`src/rtl/usmeg_pkg.sv`:
```
// Shared widths, element kind codes and transfer types of the UV sphere element generator.
`timescale 1ns / 1ps
`default_nettype none
package usmeg_pkg;

  localparam int IDX_W  = 25;   // global index
  localparam int M_W    = 13;   // points per ring (nu-1)
  localparam int NVP_W  = 14;   // latitude count plus one
  localparam int MNV_W  = 26;   // points on all rings
  localparam int CRN_W  = 24;   // corner vertex number
  localparam int CORD_W = 34;   // CORDIC datapath
  localparam int KIND_W = 3;

  localparam logic [KIND_W-1:0] KIND_ERR   = 3'd0;
  localparam logic [KIND_W-1:0] KIND_RING  = 3'd1;
  localparam logic [KIND_W-1:0] KIND_SOUTH = 3'd2;
  localparam logic [KIND_W-1:0] KIND_NORTH = 3'd3;
  localparam logic [KIND_W-1:0] KIND_LOW   = 3'd4;
  localparam logic [KIND_W-1:0] KIND_UP    = 3'd5;
  localparam logic [KIND_W-1:0] KIND_SCAP  = 3'd6;
  localparam logic [KIND_W-1:0] KIND_NCAP  = 3'd7;

  localparam logic signed [CORD_W-1:0] CORDIC_GAIN = 34'sd652032874;

  // One classified transaction waiting between front and back.
  typedef struct packed {
    logic [KIND_W-1:0] kind;
    logic [IDX_W-1:0]  idx;
  } cls_t;

  // Kind and face corners that ride along the back pipeline.
  typedef struct packed {
    logic [KIND_W-1:0] kind;
    logic [CRN_W-1:0]  ca;
    logic [CRN_W-1:0]  cb;
    logic [CRN_W-1:0]  cc;
  } carry_t;

  // Mesh sizes derived from the configuration registers.
  typedef struct packed {
    logic [M_W-1:0]   m;
    logic [NVP_W-1:0] nvp1;
    logic [MNV_W-1:0] mnv;
  } dcfg_t;

  typedef struct packed {
    logic signed [CORD_W-1:0] x;
    logic signed [CORD_W-1:0] y;
    logic signed [CORD_W-1:0] z;
  } cord_t;

endpackage
`default_nettype wire

```
`src/rtl/usmeg_front.sv`:
```
// Front end: input register and classification of each index into an element kind.
`timescale 1ns / 1ps
`default_nettype none
module usmeg_front (
  input  wire logic               clk,
  input  wire logic               rst,
  input  wire logic               in_valid,
  output logic                    in_stall,
  input  wire logic               cmd,
  input  wire logic [24:0]        global_index,
  input  usmeg_pkg::dcfg_t        dcfg,
  output logic                    push,
  output usmeg_pkg::cls_t         push_data,
  input  wire logic               q_full
);
  import usmeg_pkg::*;

  localparam logic CMD_VERTEX = 1'b0;

  logic             f_valid;
  logic             f_cmd;
  logic [IDX_W-1:0] f_idx;

  assign in_stall = f_valid & q_full;
  assign push     = f_valid & ~q_full;

  always_ff @(posedge clk) begin
    if (rst) begin
      f_valid <= 1'b0;
    end else if (!in_stall) begin
      f_valid <= in_valid;
    end
  end

  always_ff @(posedge clk) begin
    if (!in_stall && in_valid) begin
      f_cmd <= cmd;
      f_idx <= global_index;
    end
  end

  // Vertices: ring points, then south pole, then north pole.
  // Faces: lower band, upper band, south cap, north cap.
  always_comb begin
    logic [MNV_W:0] g;
    logic [MNV_W:0] mnv;
    logic [MNV_W:0] mm;
    logic [MNV_W:0] nf;
    g   = (MNV_W+1)'(f_idx);
    mnv = (MNV_W+1)'(dcfg.mnv);
    mm  = (MNV_W+1)'(dcfg.m);
    nf  = {dcfg.mnv, 1'b0};
    push_data.kind = KIND_ERR;
    push_data.idx  = '0;
    if (f_cmd == CMD_VERTEX) begin
      if (g >= mnv + (MNV_W+1)'(2)) begin
        push_data.kind = KIND_ERR;
      end else if (g == mnv + (MNV_W+1)'(1)) begin
        push_data.kind = KIND_NORTH;
      end else if (g == mnv) begin
        push_data.kind = KIND_SOUTH;
      end else begin
        push_data.kind = KIND_RING;
        push_data.idx  = f_idx;
      end
    end else begin
      if (g >= nf) begin
        push_data.kind = KIND_ERR;
      end else if (g >= nf - mm) begin
        push_data.kind = KIND_NCAP;
        push_data.idx  = IDX_W'(g - (nf - mm));
      end else if (g >= nf - {mm[MNV_W-1:0], 1'b0}) begin
        push_data.kind = KIND_SCAP;
        push_data.idx  = IDX_W'(g - (nf - {mm[MNV_W-1:0], 1'b0}));
      end else if (g >= mnv - mm) begin
        push_data.kind = KIND_UP;
        push_data.idx  = IDX_W'(g - (mnv - mm));
      end else begin
        push_data.kind = KIND_LOW;
        push_data.idx  = f_idx;
      end
    end
  end

endmodule
`default_nettype wire

```
`config.mk`:
```
export PLATFORM = sky130hd
export DESIGN_NAME = usmeg_front
export DESIGN_NICKNAME = d
export VERILOG_FILES = /design/src/rtl/usmeg_pkg.sv /design/src/rtl/usmeg_front.sv
export SDC_FILE = /design/constraint.sdc
export NUM_CORES = 1
export LEC_CHECK = 0
export ABC_AREA = 1
export BUFFER_PORTS_ARGS = -buffer_cell sky130_fd_sc_hd__buf_2
export CORE_UTILIZATION = 25
export CTS_BUF_LIST = sky130_fd_sc_hd__clkbuf_16
export CTS_CLUSTER_SIZE = 16
export DETAILED_ROUTE_END_ITERATION = 8
export GPL_ROUTABILITY_DRIVEN = 0
export PLACE_DENSITY = 0.54
export SYNTH_ARGS = -nofsm -noshare
export SYNTH_HDL_FRONTEND = slang
export SYNTH_SLANG_ARGS = --single-unit
```
`constraint.sdc`:
```
create_clock -name clk -period 3.8 [get_ports clk]
set_input_delay 0.19 -clock clk [delete_from_list [all_inputs] [get_ports clk]]
set_output_delay 0.19 -clock clk [all_outputs]
set_load 0.005 [all_outputs]
```
==> results_dict.tcl <==
set metrics [dict create \
    status "finished with violations" \
    violations "negative setup slack" \
    synth.distinct_cells 56 \
    dr.pass1.iters 5 \
    r2r_cells 4 \
    postPlaceCellArea_um2 14900 \
    core-area_um2 41300 \
    synthAdderAreaFrac 0.173 \
    holdBufCountCts 0 \
    synth_compound_area_frac 0.126 \
    dp_hpwl_um 40500 \
    rsz0062_at_grt "true" \
    worstHoldStart "rst" \
    reg2reg_slack_ns 2.57 \
    grt_pass1_wl_um 73800 \
    nets 2487 \
    ys_seq_area_frac 0.0758 \
    hold-path-cell-count 2 \
    num_rows 74 \
    synth_area_per_cell_um2 6.11 \
    syn_to_final_growth_pct 50.9 \
    first_iter_violations 1008 \
    p_per_area_nw_per_um2 256 \
    syn_area_um2 10600 \
    die_y_um 208 \
    fin_hold_ws_ns 0.0565 \
    setup_viol 27 \
    crit_buf_inv 9 \
    cp_top_family "simple AND/OR/NAND/NOR gates" \
    drc 0 \
    drive_gt1_frac 0.337 \
    seqCellArea_um2 801 \
    synth.area.mux_share 0 \
    cts_root_buf "clkbuf_16" \
    viasPerCell 4.88 \
    multiInputGateArea_um2 9290 \
    ios 113 \
    power_leakage_nw 8.30 \
    fillers 4418 \
    yosys-top-cells-area "nand2_1 17%, ha_1 16%, xor2_1 9.9%, inv_1 7.6%, edfxtp_1 7.4%" \
    wl_um 48400 \
    grt_max_degree 34 \
    synth_top_cells_by_count "472 x nand2_1, 213 x inv_1, 138 x ha_1, 138 x nor2_1, 120 x xor2_1" \
    final_hold_viol_count 0 \
    place_inst 2746 \
    syn-num-nets 1955 \
    die_area_um2 43100 \
    num_vias 13634 \
    clkLatencyLatePin_ns 0.28 \
    period_minus_slack_ns 4.43 \
    numCtsBuffers 3 \
    min_path_type "input pin to flop" \
    final_cells 2792 \
    synth_simple_gate_area_share 0.386 \
    yosysTopAreaCell "nand2_1" \
    crit_path_max_incr_delay_ns 0.34 \
    cts.clk_slew.worst_paths_ns 0.08 \
    r2r_end "f_idx[0]$_DFFE_PP_" \
    synth_seq_cells 27 \
    worstMarginPinSlew_ns 1.08 \
    peakVddDrop_mv 0.295 \
    fin_area_um2 15900 \
    async_flop_share 0 \
    ant_nets 0 \
    period_share 1.17 \
    cp.required_ns 3.61 \
    startpoint_type "input pin" \
    postSynthCellCount 1729 \
    synth-xor-area-share 0.138 \
    die_x_um 208 \
    fmax_mhz 226 \
    cpMaxStageDelayCell "ha_1" \
    critPathArrivalTime_ns 4.24 \
    cts_tree "built" \
    hold_end "f_valid$_SDFFE_PP0N_" \
    yosysWarnings 0 \
    maxCapViolCount 0 \
    crit_type "input pin to output pin" \
    synth_edf_count 26 \
    numPortBuffers 98 \
    htreeDepth 1 \
    path_max_fanout 7 \
    grt_overflow 0 \
    endpoint_kind "output pin" \
    fin_skew_ns 0.00691 \
    wire_per_inst_um 17.3 \
    antenna_cells 0 \
    grt_pass1_vias 13699 \
    synth_top_family_by_area "simple AND/OR/NAND/NOR gates" \
    clock_sinks 27 \
    ys.flop_type "edfxtp_1" \
    cp_common_cell "nand2_1" \
    synth_top_area_share 0.168 \
    clockBufferDepth 2 \
    post-synth-top-count-cell "nand2_1" \
    relSlewSlack 0.278 \
    timing.final.ws_setup_ns -0.628 \
    r2r-start "f_valid$_SDFFE_PP0N_" \
    grt_use_total 0.218 \
    drv_slew 0 \
    start_util 0.256 \
    antenna_found_initial 0 \
]
## final cells by class
class                           count  share of cell area
Inverter                          225              0.0539
Clock inverter                      1            0.000314
Tap cell                          532              0.0418
Clock buffer                        3             0.00471
Multi-Input combinational cell   1445               0.583
Timing Repair Buffer              559               0.266
Sequential cell                    27              0.0502
## logic make-up after synthesis
group           Yosys count
compound gates          233
xor+xnor                167
fa+ha+maj               143
buf+inv                 259
flops                    27
simple gates            900
## where the power goes
part | total (mW) | internal, mW | leakage (nW) | switching, mW
combinational | 3.42 | 1.63 | 8.00 | 1.79
sequential | 0.390 | 0.348 | 0.260 | 0.0423
clock | 0.259 | 0.143 | 0.0409 | 0.116
## registers in the layout, summed over array words and instances (netlist names)
name and cells:
f_idx 25, f_cmd 1, f_valid 1
## placed cells by master, fill, tap and decap left out, drive strengths merged, types with 4 or more instances in the layout
cell type / Yosys / final
a211oi: 4 / 4
a21o: 8 / 8
a21oi: 115 / 115
a31oi: 8 / 8
buf: 25 / 555
clkbuf: 9 / 7
clkinv: 5 / 6
edfxtp: 26 / 26
fa: 5 / 5
ha: 138 / 138
inv: 220 / 220
nand2: 499 / 501
nand3: 118 / 118
nand3b: 5 / 5
nand4: 66 / 66
nor2: 153 / 153
nor3: 28 / 28
nor4: 15 / 15
o211ai: 6 / 6
o21ai: 73 / 73
o21bai: 6 / 6
or2: 11 / 11
xnor2: 47 / 47
xor2: 120 / 120
## through the flow
stage	power (mW)	TNS [ns]	util	worst slack (ns)
final	4.07	-14.75	0.386	-0.628
after global routing	4.42	-21.31	0.386	-0.859
after CTS	3.94	-14.43	0.376	-0.579
after detailed placement	3.54	-23.60	0.360	-1.14
after global placement	3.51	-23.18	0.360	-1.13
after floorplan	2.05	-0.164	-	-0.0348
## layer usage
layer	GRT usage	vias up	wire length (um)
li1	-	6784	-
met1	0.290	6279	21800
met2	0.371	473	22100
met3	0.00953	98	2500
met4	0.0795	0	2050
met5	0	-	0
## worst max path at each step
stage               startpoint       endpoint  slack (ns)  depth (start not counted)
floorplan              dcfg[1]   push_data[4]       -0.03                         27
global placement      dcfg[42]  push_data[24]       -1.13                         28
detailed placement    dcfg[42]  push_data[24]       -1.14                         28
CTS                   dcfg[41]  push_data[20]       -0.58                         34
global route          dcfg[42]  push_data[15]       -0.86                         32
finish                 dcfg[2]  push_data[16]       -0.63                         31
## what timing repair did
action	in CTS	in global routing
endpoints found under the setup margin	27	27
gates resized for setup	100	75
cloned	3	5
endpoints found under the hold margin	0	0
pin swaps	54	29
buffers inserted	27	10
No activity file was read; power rests on OpenSTA's default activity.
