`src/rtl/usmeg_pkg.sv`:
```
// Shared widths, element kind codes and transfer types of the UV sphere element generator.
`timescale 1ns / 1ps
`default_nettype none
package usmeg_pkg;

  localparam int IDX_W  = 25;   // global index
  localparam int M_W    = 13;   // points per ring (nu-1)
  localparam int NVP_W  = 14;   // latitude count plus one
  localparam int MNV_W  = 26;   // points on all rings
  localparam int CRN_W  = 24;   // corner vertex number
  localparam int CORD_W = 34;   // CORDIC datapath
  localparam int KIND_W = 3;

  localparam logic [KIND_W-1:0] KIND_ERR   = 3'd0;
  localparam logic [KIND_W-1:0] KIND_RING  = 3'd1;
  localparam logic [KIND_W-1:0] KIND_SOUTH = 3'd2;
  localparam logic [KIND_W-1:0] KIND_NORTH = 3'd3;
  localparam logic [KIND_W-1:0] KIND_LOW   = 3'd4;
  localparam logic [KIND_W-1:0] KIND_UP    = 3'd5;
  localparam logic [KIND_W-1:0] KIND_SCAP  = 3'd6;
  localparam logic [KIND_W-1:0] KIND_NCAP  = 3'd7;

  localparam logic signed [CORD_W-1:0] CORDIC_GAIN = 34'sd652032874;

  // One classified transaction waiting between front and back.
  typedef struct packed {
    logic [KIND_W-1:0] kind;
    logic [IDX_W-1:0]  idx;
  } cls_t;

  // Kind and face corners that ride along the back pipeline.
  typedef struct packed {
    logic [KIND_W-1:0] kind;
    logic [CRN_W-1:0]  ca;
    logic [CRN_W-1:0]  cb;
    logic [CRN_W-1:0]  cc;
  } carry_t;

  // Mesh sizes derived from the configuration registers.
  typedef struct packed {
    logic [M_W-1:0]   m;
    logic [NVP_W-1:0] nvp1;
    logic [MNV_W-1:0] mnv;
  } dcfg_t;

  typedef struct packed {
    logic signed [CORD_W-1:0] x;
    logic signed [CORD_W-1:0] y;
    logic signed [CORD_W-1:0] z;
  } cord_t;

endpackage
`default_nettype wire

```
`src/rtl/usmeg_queue.sv`:
```
// Short queue of classified transactions between the front and the back.
`timescale 1ns / 1ps
`default_nettype none
module usmeg_queue (
  input  wire logic           clk,
  input  wire logic           rst,
  input  wire logic           push,
  input  usmeg_pkg::cls_t     push_data,
  output logic                full,
  input  wire logic           pop,
  output logic                valid,
  output usmeg_pkg::cls_t     pop_data
);
  import usmeg_pkg::*;

  localparam int DEPTH = 4;
  localparam int PTR_W = 2;

  cls_t mem [0:DEPTH-1];
  logic [PTR_W-1:0] wr_ptr;
  logic [PTR_W-1:0] rd_ptr;
  logic [PTR_W:0]   count;

  assign full     = (count == (PTR_W+1)'(DEPTH));
  assign valid    = (count != '0);
  assign pop_data = mem[rd_ptr];

  always_ff @(posedge clk) begin
    if (push) begin
      mem[wr_ptr] <= push_data;
    end
  end

  always_ff @(posedge clk) begin
    if (rst) begin
      wr_ptr <= '0;
      rd_ptr <= '0;
      count  <= '0;
    end else begin
      if (push) begin
        wr_ptr <= wr_ptr + PTR_W'(1);
      end
      if (pop) begin
        rd_ptr <= rd_ptr + PTR_W'(1);
      end
      case ({push, pop})
        2'b10:   count <= count + (PTR_W+1)'(1);
        2'b01:   count <= count - (PTR_W+1)'(1);
        default: count <= count;
      endcase
    end
  end

endmodule
`default_nettype wire

```
`config.mk`:
```
export PLATFORM = sky130hd
export DESIGN_NAME = usmeg_queue
export DESIGN_NICKNAME = d
export VERILOG_FILES = /design/src/rtl/usmeg_pkg.sv /design/src/rtl/usmeg_queue.sv
export SDC_FILE = /design/constraint.sdc
export NUM_CORES = 1
export LEC_CHECK = 0
export ABC_CLOCK_PERIOD_IN_PS = 3350
export BUFFER_PORTS_ARGS = -buffer_cell sky130_fd_sc_hd__buf_2
export CAP_MARGIN = 30
export CORE_ASPECT_RATIO = 1.25
export CORE_MARGIN = 10
export CORE_UTILIZATION = 28
export DETAILED_ROUTE_END_ITERATION = 10
export PLACE_DENSITY = 0.49
export RECOVER_POWER = 100
export SLEW_MARGIN = 15
export SYNTH_ARGS = -nofsm -noshare
export SYNTH_HDL_FRONTEND = slang
export SYNTH_SLANG_ARGS = --single-unit
```
`constraint.sdc`:
```
create_clock -name clk -period 3.35 [get_ports clk]
set_input_delay 0.335 -clock clk [delete_from_list [all_inputs] [get_ports clk]]
set_output_delay 0.335 -clock clk [all_outputs]
set_load 0.02 [all_outputs]
```
==> summary.md, run 1 <==
| Metric | Value |
|---|---|
| Post-CTS setup-driven buffer insertion count | 0 |
| Initial DRT Pass Iterations | 6 |
| Max Cap Viol | 4 |
| Vias per cell | 4.178 |
| Slowest-stage cell, CP | dfxtp_2 |
| Total GRT Usage | 8.552% |
| Leakage | 1.765 nW |
| Synthesis-stage register bit count | 121 |
| Seq pwr share | 46.4% |
| Met3 usage | 4.198% |
| Most used DFF post-synth | edfxtp_1 |
| Switching Power | 0.8363 mW |
| Final setup margin | 0.5834 ns |
| Port Buf Inserts | 61 |
| Post-synth EDFFs | 112 |
| Clk root buf | clkbuf_16 |
| WP data required | 3.01 ns |
| Startpoint Class | flip-flop |
| Hold Buf Count CTS | 0 |
| Mapped Nets | 227 |
| Fmax | 361.4 MHz |
| CTS tree | built |
| GR peak layer | met2 |
| Final setup vio count | 0 |
| Grt ovf | 0 |
| Starting Density | 28.77% |
| Drt initial violations | 123 |
| Capturing element type of the critical path | output port |
| Crit-path cells | clkbuf_2 > mux4_2 > clkbuf_1 |
| Met1 usage | 9.692% |
| Worst-path clk slew | 0.05 ns |
| # resized after CTS | 0 |
| Gate Count Post-Synth | 189 |
| Tightest Pin Transition | 2.317 ns |
| Initial antenna violation count | 2 |
| WL/cell | 17.71 µm |
| Failing checks | capacitance limit, slew limit |
| Combinational family with the most area after synthesis | multiplexers |
| # IOs | 62 |
| Clock sinks | 121 |
| Rel. slew slack | -54.55% |
| Met2 Use GR | 13.27% |
| Period utilization | 82.59% |
| Worst EP arrival | 2.43 ns |
| Largest net degree at the start of global routing | 29 |
| Crit Path Class | flip-flop to output port |
| Yosys Warn Count | 0 |
| Worst vdd ir | 0.2788 mV |
| Async SR Flop Fraction | 0% |
| Syn avg cell area | 23.90 µm² |
| Antenna Cells | 0 |
| Yosys cell types | 21 |
| Setup_tns | 0 ns |
| Nets | 301 |
| Logic pwr share | 8.3% |
| Area after DPL | 5032 µm² |
| DRT antenna net count | 0 |
| Design Area, Final | 5523 µm² |
| Final slew viol count | 116 |
| Hold Violations, Final | 0 |
| Dpl hpwl | 5.147 mm |
| Simple-gate portion of the synthesized area | 1.662% |
| Outcome | finished, violations left |
| Clk_skew | 0.003886 ns |
| Die width | 133.6 µm |
| Inst Count DP | 456 |
| # H-tree levels | 4 |
| Max Fanout on Critical Path | 19 |
| Clock Tree Buf Depth | 2 |
| Vias | 2,039 |
| Pre-CTS WS | 1.095 ns |
| Row count | 51 |
| Worst stage delay on the critical path | 0.76 ns |
| Clock power share | 45.3% |
| PwrDens | 697.9 nW/µm² |
| XOR/XNOR Fraction of Synth Area | 0.9695% |
| Final min period | 2.767 ns |
| Total CTS buffers | 17 |
| Pwr Total | 3.854 mW |
| RSZ-0062 raised after global routing | false |
| First-pass GRT wire length | 13.63 mm |
| Synth Area in Compound Gates | 0.2216% |
| Layout cells sized above 1 | 18.84% |
| Die height | 162 µm |
| Synth Cell Area | 4517 µm² |
| Vias in the first global route | 2,289 |
| Core area | 15,700 µm² |
| Area grow syn2layout | 22.27% |
| Die area | 21,640 µm² |
| Total Wirelength | 8.641 mm |
| Adder-cell share of the synthesized area | 1.828% |
| Clk_lat worst skew | 0.40 ns |
| Hold/Removal Path Class | input pin to flip-flop |
| RePlAce Congestion | 0.6146 |
| Fin cells | 488 |
| Pint | 3.018 mW |
| Sequential fraction of the synthesis area | 78.45% |
| Net Sw Frac | 21.70% |
| Post-synthesis mux area share | 15.07% |
| Drt drc | 0 |
-- critical path, delay by kind of cell (launching register included) --
kind | cells | cell delay (ns)
DFF | 1 | 0.76
buffers and inverters | 2 | 0.68
muxes | 1 | 0.57
-- routing by layer --
| layer | part of all wire, % | routed length [µm] |
|---|---|---|
| met3 | 5.6 | 481 |
| met2 | 49 | 4228 |
| met5 | 0.36 | 31 |
| met4 | 1.4 | 117 |
| met1 | 44 | 3782 |
-- stage by stage --
step / util, % / hold slack [ns]
2_1_floorplan: - / 0.4339
3_3_place_gp: 32.06 / 0.4795
3_5_place_dp: 32.06 / 0.4872
4_1_cts: 35.68 / 0.1209
6_report: 35.18 / 0.1905
5_1_grt: 35.18 / 0.1827
-- cell type report --
cell class	instances	area (µm²)
Sequential cell	121	3546
Timing Repair Buffer	62	239.0
Tap cell	212	265.3
Inverter	3	11.26
Clock buffer	21	440.4
Multi-Input combinational cell	58	892.1
Clock inverter	11	128.9
Fill cell	1527	10170
-- path summary, 6_finish.rpt --
kind / slack [ns] / cells past startpoint / startpoint / endpoint
setup / recovery: 0.58 / 3 / flip-flop / pop_data[1]
hold / removal: 0.19 / 1 / push_data[15] / mem[3][15]
setup reg to reg: 0.65 / 3 / wr_ptr[0] / mem[0][27]
hold reg to reg: 0.49 / 2 / count[2] / count[2]
-- flip-flops by register name, indices dropped and copies added, names as in the netlist, named ones only --
name    flops
wr_ptr      2
mem       112
count       3
rd_ptr      2
-- cells by family (layout without fill, tap and decap cells) --
| kind of cell | after synthesis | in the layout |
|---|---|---|
| flip-flops | 121 | 121 |
| XOR/XNOR | 5 | 5 |
| buffers and inverters | 10 | 97 |
| multiplexers | 30 | 30 |
| AND/OR/NAND/NOR | 15 | 15 |
| adder cells (fa/ha/maj) | 6 | 6 |
| AO/OA/AOI/OAI | 2 | 2 |
-- power by group through the flow --
| stage | Sequential [mW] | Combinational (mW) | Clock (mW) |
|---|---|---|---|
| floorplan | 1.78 | 0.255 | 0 |
| global placement | 1.81 | 0.350 | 0 |
| detailed placement | 1.82 | 0.352 | 0 |
| finish | 1.79 | 0.321 | 1.75 |
| CTS | 1.79 | 0.353 | 1.80 |
| global route | 1.80 | 0.354 | 1.86 |
-- Yosys cell counts, drive strengths merged, types with 2 or more instances --
cell | n | area share, %
xor2 | 2 | 0.39
ha | 5 | 1.4
xnor2 | 3 | 0.58
buf | 6 | 1.5
and2 | 4 | 0.55
dfxtp | 9 | 4.0
mux2i | 2 | 0.44
edfxtp | 112 | 74
nor2 | 7 | 0.58
inv | 3 | 0.25
or3 | 2 | 0.28
mux4 | 28 | 15
-- cell usage in the layout (no fill, tap or decap) --
master,synthesis,routed
a21oi_1,1,1
and2_0,0,4
buf_2,3,4
bufinv_16,0,3
clkbuf_1,1,61
clkbuf_16,0,17
clkbuf_2,0,1
clkinv_1,0,3
clkinv_2,0,4
clkinvlp_4,0,1
dfxtp_1,9,7
dfxtp_2,0,2
edfxtp_1,112,112
fa_1,1,1
ha_1,5,5
inv_1,3,3
mux2i_1,2,2
mux4_1,8,8
mux4_2,20,20
nand2_1,1,1
nor2_1,7,7
nor3b_1,1,1
o21ai_0,1,1
or3_1,2,2
xnor2_1,3,3
xor2_1,2,2
Power figures use the tool's default switching activity.
==> run 2, diff against run 1 <==
--- a/config.mk
+++ b/config.mk
@@ -5,14 +5,14 @@
 export SDC_FILE = /design/constraint.sdc
 export NUM_CORES = 1
 export LEC_CHECK = 0
-export ABC_CLOCK_PERIOD_IN_PS = 3350
+export ABC_CLOCK_PERIOD_IN_PS = 2500
 export BUFFER_PORTS_ARGS = -buffer_cell sky130_fd_sc_hd__buf_2
 export CAP_MARGIN = 30
 export CORE_ASPECT_RATIO = 1.25
 export CORE_MARGIN = 10
 export CORE_UTILIZATION = 28
 export DETAILED_ROUTE_END_ITERATION = 10
-export PLACE_DENSITY = 0.49
+export PLACE_DENSITY = 0.5
 export RECOVER_POWER = 100
 export SLEW_MARGIN = 15
 export SYNTH_ARGS = -nofsm -noshare
==> constraint.sdc (replaced) <==
create_clock -name clk -period 2.5 [get_ports clk]
set_input_delay 0.25 -clock clk [delete_from_list [all_inputs] [get_ports clk]]
set_output_delay 0.25 -clock clk [all_outputs]
set_load 0.02 [all_outputs]
==> run 2 against run 1 <==
The flow now finishes without violations. Clock power rose by 38%. Global-route usage increased by 0.50 points. Sequential power is 32% higher. Die area did not move. Clock-buffer cell count down 4. Critical path depth unchanged. Core utilization increased by 0.48 points. Worst setup slack worse by 0.24 ns. Worst hold slack worse by 0.094 ns. Routed wire length increased by 4.3%. Critical endpoint is now pop_data[25]. Highest routed layer is now met4.
==> summary.md, run 2 (synthesis results as in run 1) <==
| Metric | Value |
|---|---|
| Clk root buf | clkbuf_16 |
| DR WL met3 | 534 µm |
| PwrDens | 936.9 nW/µm² |
| Total CTS buffers | 17 |
| Crit Path Class | flip-flop to output port |
| Fill cells | 1,514 |
| Grt ovf | 0 |
| WL/cell | 18.25 µm |
| RSZ-0062 raised after global routing | false |
| Worst EP arrival | 1.91 ns |
| Min-delay src | push_data[4] |
| Metal2 WL | 4.489 mm |
| Clk_lat worst skew | 0.41 ns |
| Most common cell after layout, fill and taps aside | edfxtp_1 |
| Total GRT Usage | 9.047% |
| Commonest cells after routing, fill and taps aside | 112 x edfxtp_1, 55 x clkbuf_1, 20 x mux4_2 |
| Worst vdd ir | 0.3826 mV |
| Period utilization | 86.32% |
| # IOs | 62 |
| Initial DRT Pass Iterations | 3 |
| M1 WL | 3.828 mm |
| Area grow syn2layout | 23.93% |
| Drt initial violations | 139 |
| Vias in the first global route | 2,378 |
| Capturing element type of the critical path | output port |
| Clock sinks | 121 |
| Drt drc | 0 |
| CTS tree | built |
| DRT antenna net count | 0 |
| Highest routed layer | met4 |
| Outcome | finished clean |
| Tightest Pin Transition | 0.9901 ns |
| First-pass GRT wire length | 14.39 mm |
| Initial antenna violation count | 0 |
| Hold Buf Count CTS | 0 |
| Storage cell area | 3546 µm² |
| Rel. slew slack | 33.96% |
| Total Wirelength | 9.015 mm |
| Core area | 15,700 µm² |
| Clk_skew | 0.004576 ns |
| Layout cells sized above 1 | 22.34% |
| Starting Density | 28.77% |
| # resized after CTS | 0 |
| Leading registers by flop count | mem (112), count (3) |
| Largest net degree at the start of global routing | 24 |
| Port Buf Inserts | 61 |
| Util after Layout | 35.66% |
| Startpoint Class | flip-flop |
| # H-tree levels | 4 |
| Nets | 307 |
| Antenna Cells | 0 |
| Final setup vio count | 0 |
| Vias per cell | 4.176 |
| Vias | 2,063 |
| Final min period | 2.158 ns |
| Die area | 21,640 µm² |
| Setup_tns | 0 ns |
| RePlAce Congestion | 0.6488 |
| Clock Tree Buf Depth | 2 |
| Die height | 162 µm |
| Fmax | 463.4 MHz |
| Biggest register | mem |
| Max Cap Viol | 0 |
| Hold Violations, Final | 0 |
| Row count | 51 |
| Max FFs per register | 112 |
| Max Fanout on Critical Path | 18 |
| Post-CTS setup-driven buffer insertion count | 0 |
| Final slew viol count | 0 |
| Die width | 133.6 µm |
| Leakage | 1.803 nW |
| Hold/Removal Path Class | input pin to flip-flop |
| WP data required | 2.25 ns |
| Multi-input gate area | 892.1 µm² |
| RR Startpoint | wr_ptr[0] |
| Worst-path clk slew | 0.05 ns |
| Dpl hpwl | 5.723 mm |
==> run 2: changes by cell type in the layout (fill, tap and decap cells not counted) <==
cell | previous run | this run
clkbuf_1 | 61 | 55
buf_4 | 0 | 5
clkinvlp_4 | 1 | 4
buf_2 | 4 | 6
buf_12 | 0 | 1
clkinv_1 | 3 | 4
clkinv_2 | 4 | 3
clkinv_4 | 0 | 1
==> run 2: routing by layer <==
layer / up-vias / GRT usage (%)
li1: 947 / -
met1: 1048 / 10.01
met2: 55 / 14.33
met4: 0 / 3.865
met5: - / 0
met3: 13 / 4.660
==> run 2: power breakdown <==
group	switching [mW]	leakage [nW]	total [mW]	internal [mW]
clock	0.867	0.275	2.41	1.54
combinational	0.283	0.425	0.465	0.181
sequential	0.0456	1.10	2.37	2.32
==> run 2: worst paths after layout <==
kind,slack [ns],end,cells past startpoint
max,0.34,pop_data[25],3
min,0.1,mem[3][4],1
max reg2reg,0.38,mem[2][26],4
min reg2reg,0.51,count[2],2
==> run 2: area by class of cell <==
cell class              instances  area share, %
flip-flops and latches        121          63.34
multi-input cells              58          15.94
clock buffers                  17          7.599
repair buffers                 68          5.342
well taps                     212          4.738
clock inverters                15          2.839
inverters                       3         0.2012
==> run 2: critical path: stages (launching register included) <==
cell and delay, ns:
dfxtp_2 0.64, buf_4 0.31, mux4_2 0.34, clkbuf_1 0.19
==> run 2: per-stage QoR <==
stage          cell area (µm²)  cells  worst slack, ns  hold WS, ns  power (mW)
6_report                  5598    494           0.3419      0.09688       5.245
5_1_grt                   5598    494           0.1645      0.09096       5.464
4_1_cts                   5674    494           0.2867      0.02533       5.360
3_5_place_dp              5090    462           0.7470       0.4695       2.921
3_3_place_gp              5090    462           0.7251       0.4658       2.916
2_1_floorplan             4517    189           0.8704       0.3489       2.727
==> run 3, diff against run 2 <==
--- a/config.mk
+++ b/config.mk
@@ -7,12 +7,11 @@
 export LEC_CHECK = 0
 export ABC_CLOCK_PERIOD_IN_PS = 2500
 export BUFFER_PORTS_ARGS = -buffer_cell sky130_fd_sc_hd__buf_2
-export CAP_MARGIN = 30
+export CAP_MARGIN = 20
 export CORE_ASPECT_RATIO = 1.25
 export CORE_MARGIN = 10
 export CORE_UTILIZATION = 28
 export DETAILED_ROUTE_END_ITERATION = 10
-export PLACE_DENSITY = 0.5
 export RECOVER_POWER = 100
 export SLEW_MARGIN = 15
 export SYNTH_ARGS = -nofsm -noshare
==> run 3 against run 2 <==
Fmax fell by 2.1%. Critical path depth rose by 1. Via count rose by 1.4%. Flip-flop and latch count did not move. Clock power fell by 5%. Global-route usage fell by 0.78 points. Largest cell class unchanged.
==> summary.md, run 3 (synthesis results as in run 1) <==
| Metric | Value |
|---|---|
| WP data required | 2.59 ns |
| PwrDens | 916.6 nW/µm² |
| Drt initial violations | 105 |
| Startpoint Class | flip-flop |
| Nets | 307 |
| Depth of the worst register-to-register path | 4 |
| Initial DRT Pass Iterations | 3 |
| Clock power share | 44.6% |
| Leakage | 1.793 nW |
| Fmax | 453.5 MHz |
| Row count | 51 |
| Worst setup path end | mem[1][19] |
| Final min period | 2.205 ns |
| Initial antenna violation count | 1 |
| Leading registers by flop count | mem (112), count (3) |
| Clock Tree Buf Depth | 2 |
| Design Area, Final | 5584 µm² |
| Die area | 21,640 µm² |
| Total GRT Usage | 8.264% |
| Hold Buf Count CTS | 0 |
| Logic pwr share | 9.1% |
| Biggest register | mem |
| Worst-path clk slew | 0.05 ns |
| First-pass GRT wire length | 13.28 mm |
| Seq pwr share | 46.3% |
| Vias per cell | 4.235 |
| # H-tree levels | 4 |
| Largest net degree at the start of global routing | 29 |
| Die height | 162 µm |
| # IOs | 62 |
| Core area | 15,700 µm² |
| Capturing element type of the critical path | flip-flop |
| Switching Power | 1.152 mW |
| Most common cell after layout, fill and taps aside | edfxtp_1 |
| Max Cap Viol | 0 |
| Outcome | finished clean |
| Period utilization | 88.20% |
| Clock sinks | 121 |
| Drt drc | 0 |
| Max FFs per register | 112 |
| Vias | 2,092 |
| Layout cells sized above 1 | 22.34% |
| Pint | 3.967 mW |
| Vias in the first global route | 2,356 |
| Total CTS buffers | 17 |
| RSZ-0062 raised after global routing | false |
| Hold/Removal Path Class | input pin to flip-flop |
| Clk_lat worst skew | 0.40 ns |
| Reg-to-reg critical path endpoint | mem[1][19] |
| Die width | 133.6 µm |
| Util after Layout | 35.57% |
| Hold Violations, Final | 0 |
| Post-CTS setup-driven buffer insertion count | 0 |
| Worst EP arrival | 2.29 ns |
| Setup_tns | 0 ns |
| Commonest cells after routing, fill and taps aside | 112 x edfxtp_1, 60 x clkbuf_1, 20 x mux4_2 |
| Dpl hpwl | 5.620 mm |
| Final slew viol count | 0 |
| Port Buf Inserts | 61 |
| Net Sw Frac | 22.51% |
| Clk_skew | 0.004155 ns |
| Antenna Cells | 0 |
| Final setup vio count | 0 |
| Worst vdd ir | 0.4156 mV |
| CTS tree | built |
| WHS | 0.1003 ns |
| Starting Density | 28.77% |
| RePlAce Congestion | 0.6637 |
| DRT antenna net count | 0 |
| RR Startpoint | wr_ptr[1] |
| Max Fanout on Critical Path | 15 |
| Tightest Pin Transition | 1.201 ns |
| Critical Path Source | wr_ptr[1] |
| Rel. slew slack | 19.86% |
| Clk root buf | clkbuf_16 |
| Grt ovf | 0 |
| # resized after CTS | 0 |
| Area after DPL | 5102 µm² |
| Total Wirelength | 8.443 mm |
| WL/cell | 17.09 µm |
| Area grow syn2layout | 23.63% |
| Setup slack, reg-to-reg | 0.29 ns |
| Crit Path Class | flip-flop to flip-flop |
run 3: stage by stage:
step           setup slack, ns  power (mW)  cells
3_3_place_gp            0.6966       2.908    462
3_5_place_dp            0.6949       2.921    462
2_1_floorplan           0.8704       2.727    189
5_1_grt                 0.1115       5.328    494
6_report                0.2950       5.119    494
4_1_cts                 0.2534       5.218    494
run 3: critical path, cell delays in order, from the launching register on:
cell      delay, ns
dfxtp_1        0.33
inv_1          0.08
ha_1           0.14
and2_0         0.92
clkbuf_2       0.40
run 3: routing by layer:
metal | wire length [µm] | vias to the layer above | global-route usage (%)
met3 | 623 | 17 | 3.796
li1 | - | 948 | -
met4 | 170 | 2 | 4.609
met5 | 12 | - | 0
met2 | 4302 | 53 | 13.74
met1 | 3333 | 1072 | 8.459
run 3: area by class of cell:
class,instances,area (µm²)
clock buffer,20,436.7
clock inverter,12,126.4
fill,1525,10110
inverter,3,11.26
multi-input combinational,58,894.6
sequential,121,3546
tap,212,265.3
timing repair buffer,68,304.0
run 3: worst min-delay path by stage:
stage             startpoint    endpoint  cells past startpoint
6_report        push_data[1]   mem[0][1]                      1
3_5_place_dp   push_data[19]  mem[1][19]                      1
2_1_floorplan   push_data[0]   mem[0][0]                      0
3_3_place_gp   push_data[19]  mem[1][19]                      1
5_1_grt        push_data[19]  mem[1][19]                      1
4_1_cts        push_data[25]  mem[3][25]                      1
run 3: power by group through the flow:
stage          Sequential [mW]  Clock [mW]  Combinational (mW)
2_1_floorplan             2.39           0               0.341
3_3_place_gp              2.41           0               0.502
3_5_place_dp              2.41           0               0.508
4_1_cts                   2.37        2.34               0.508
5_1_grt                   2.38        2.43               0.514
6_report                  2.37        2.28               0.465
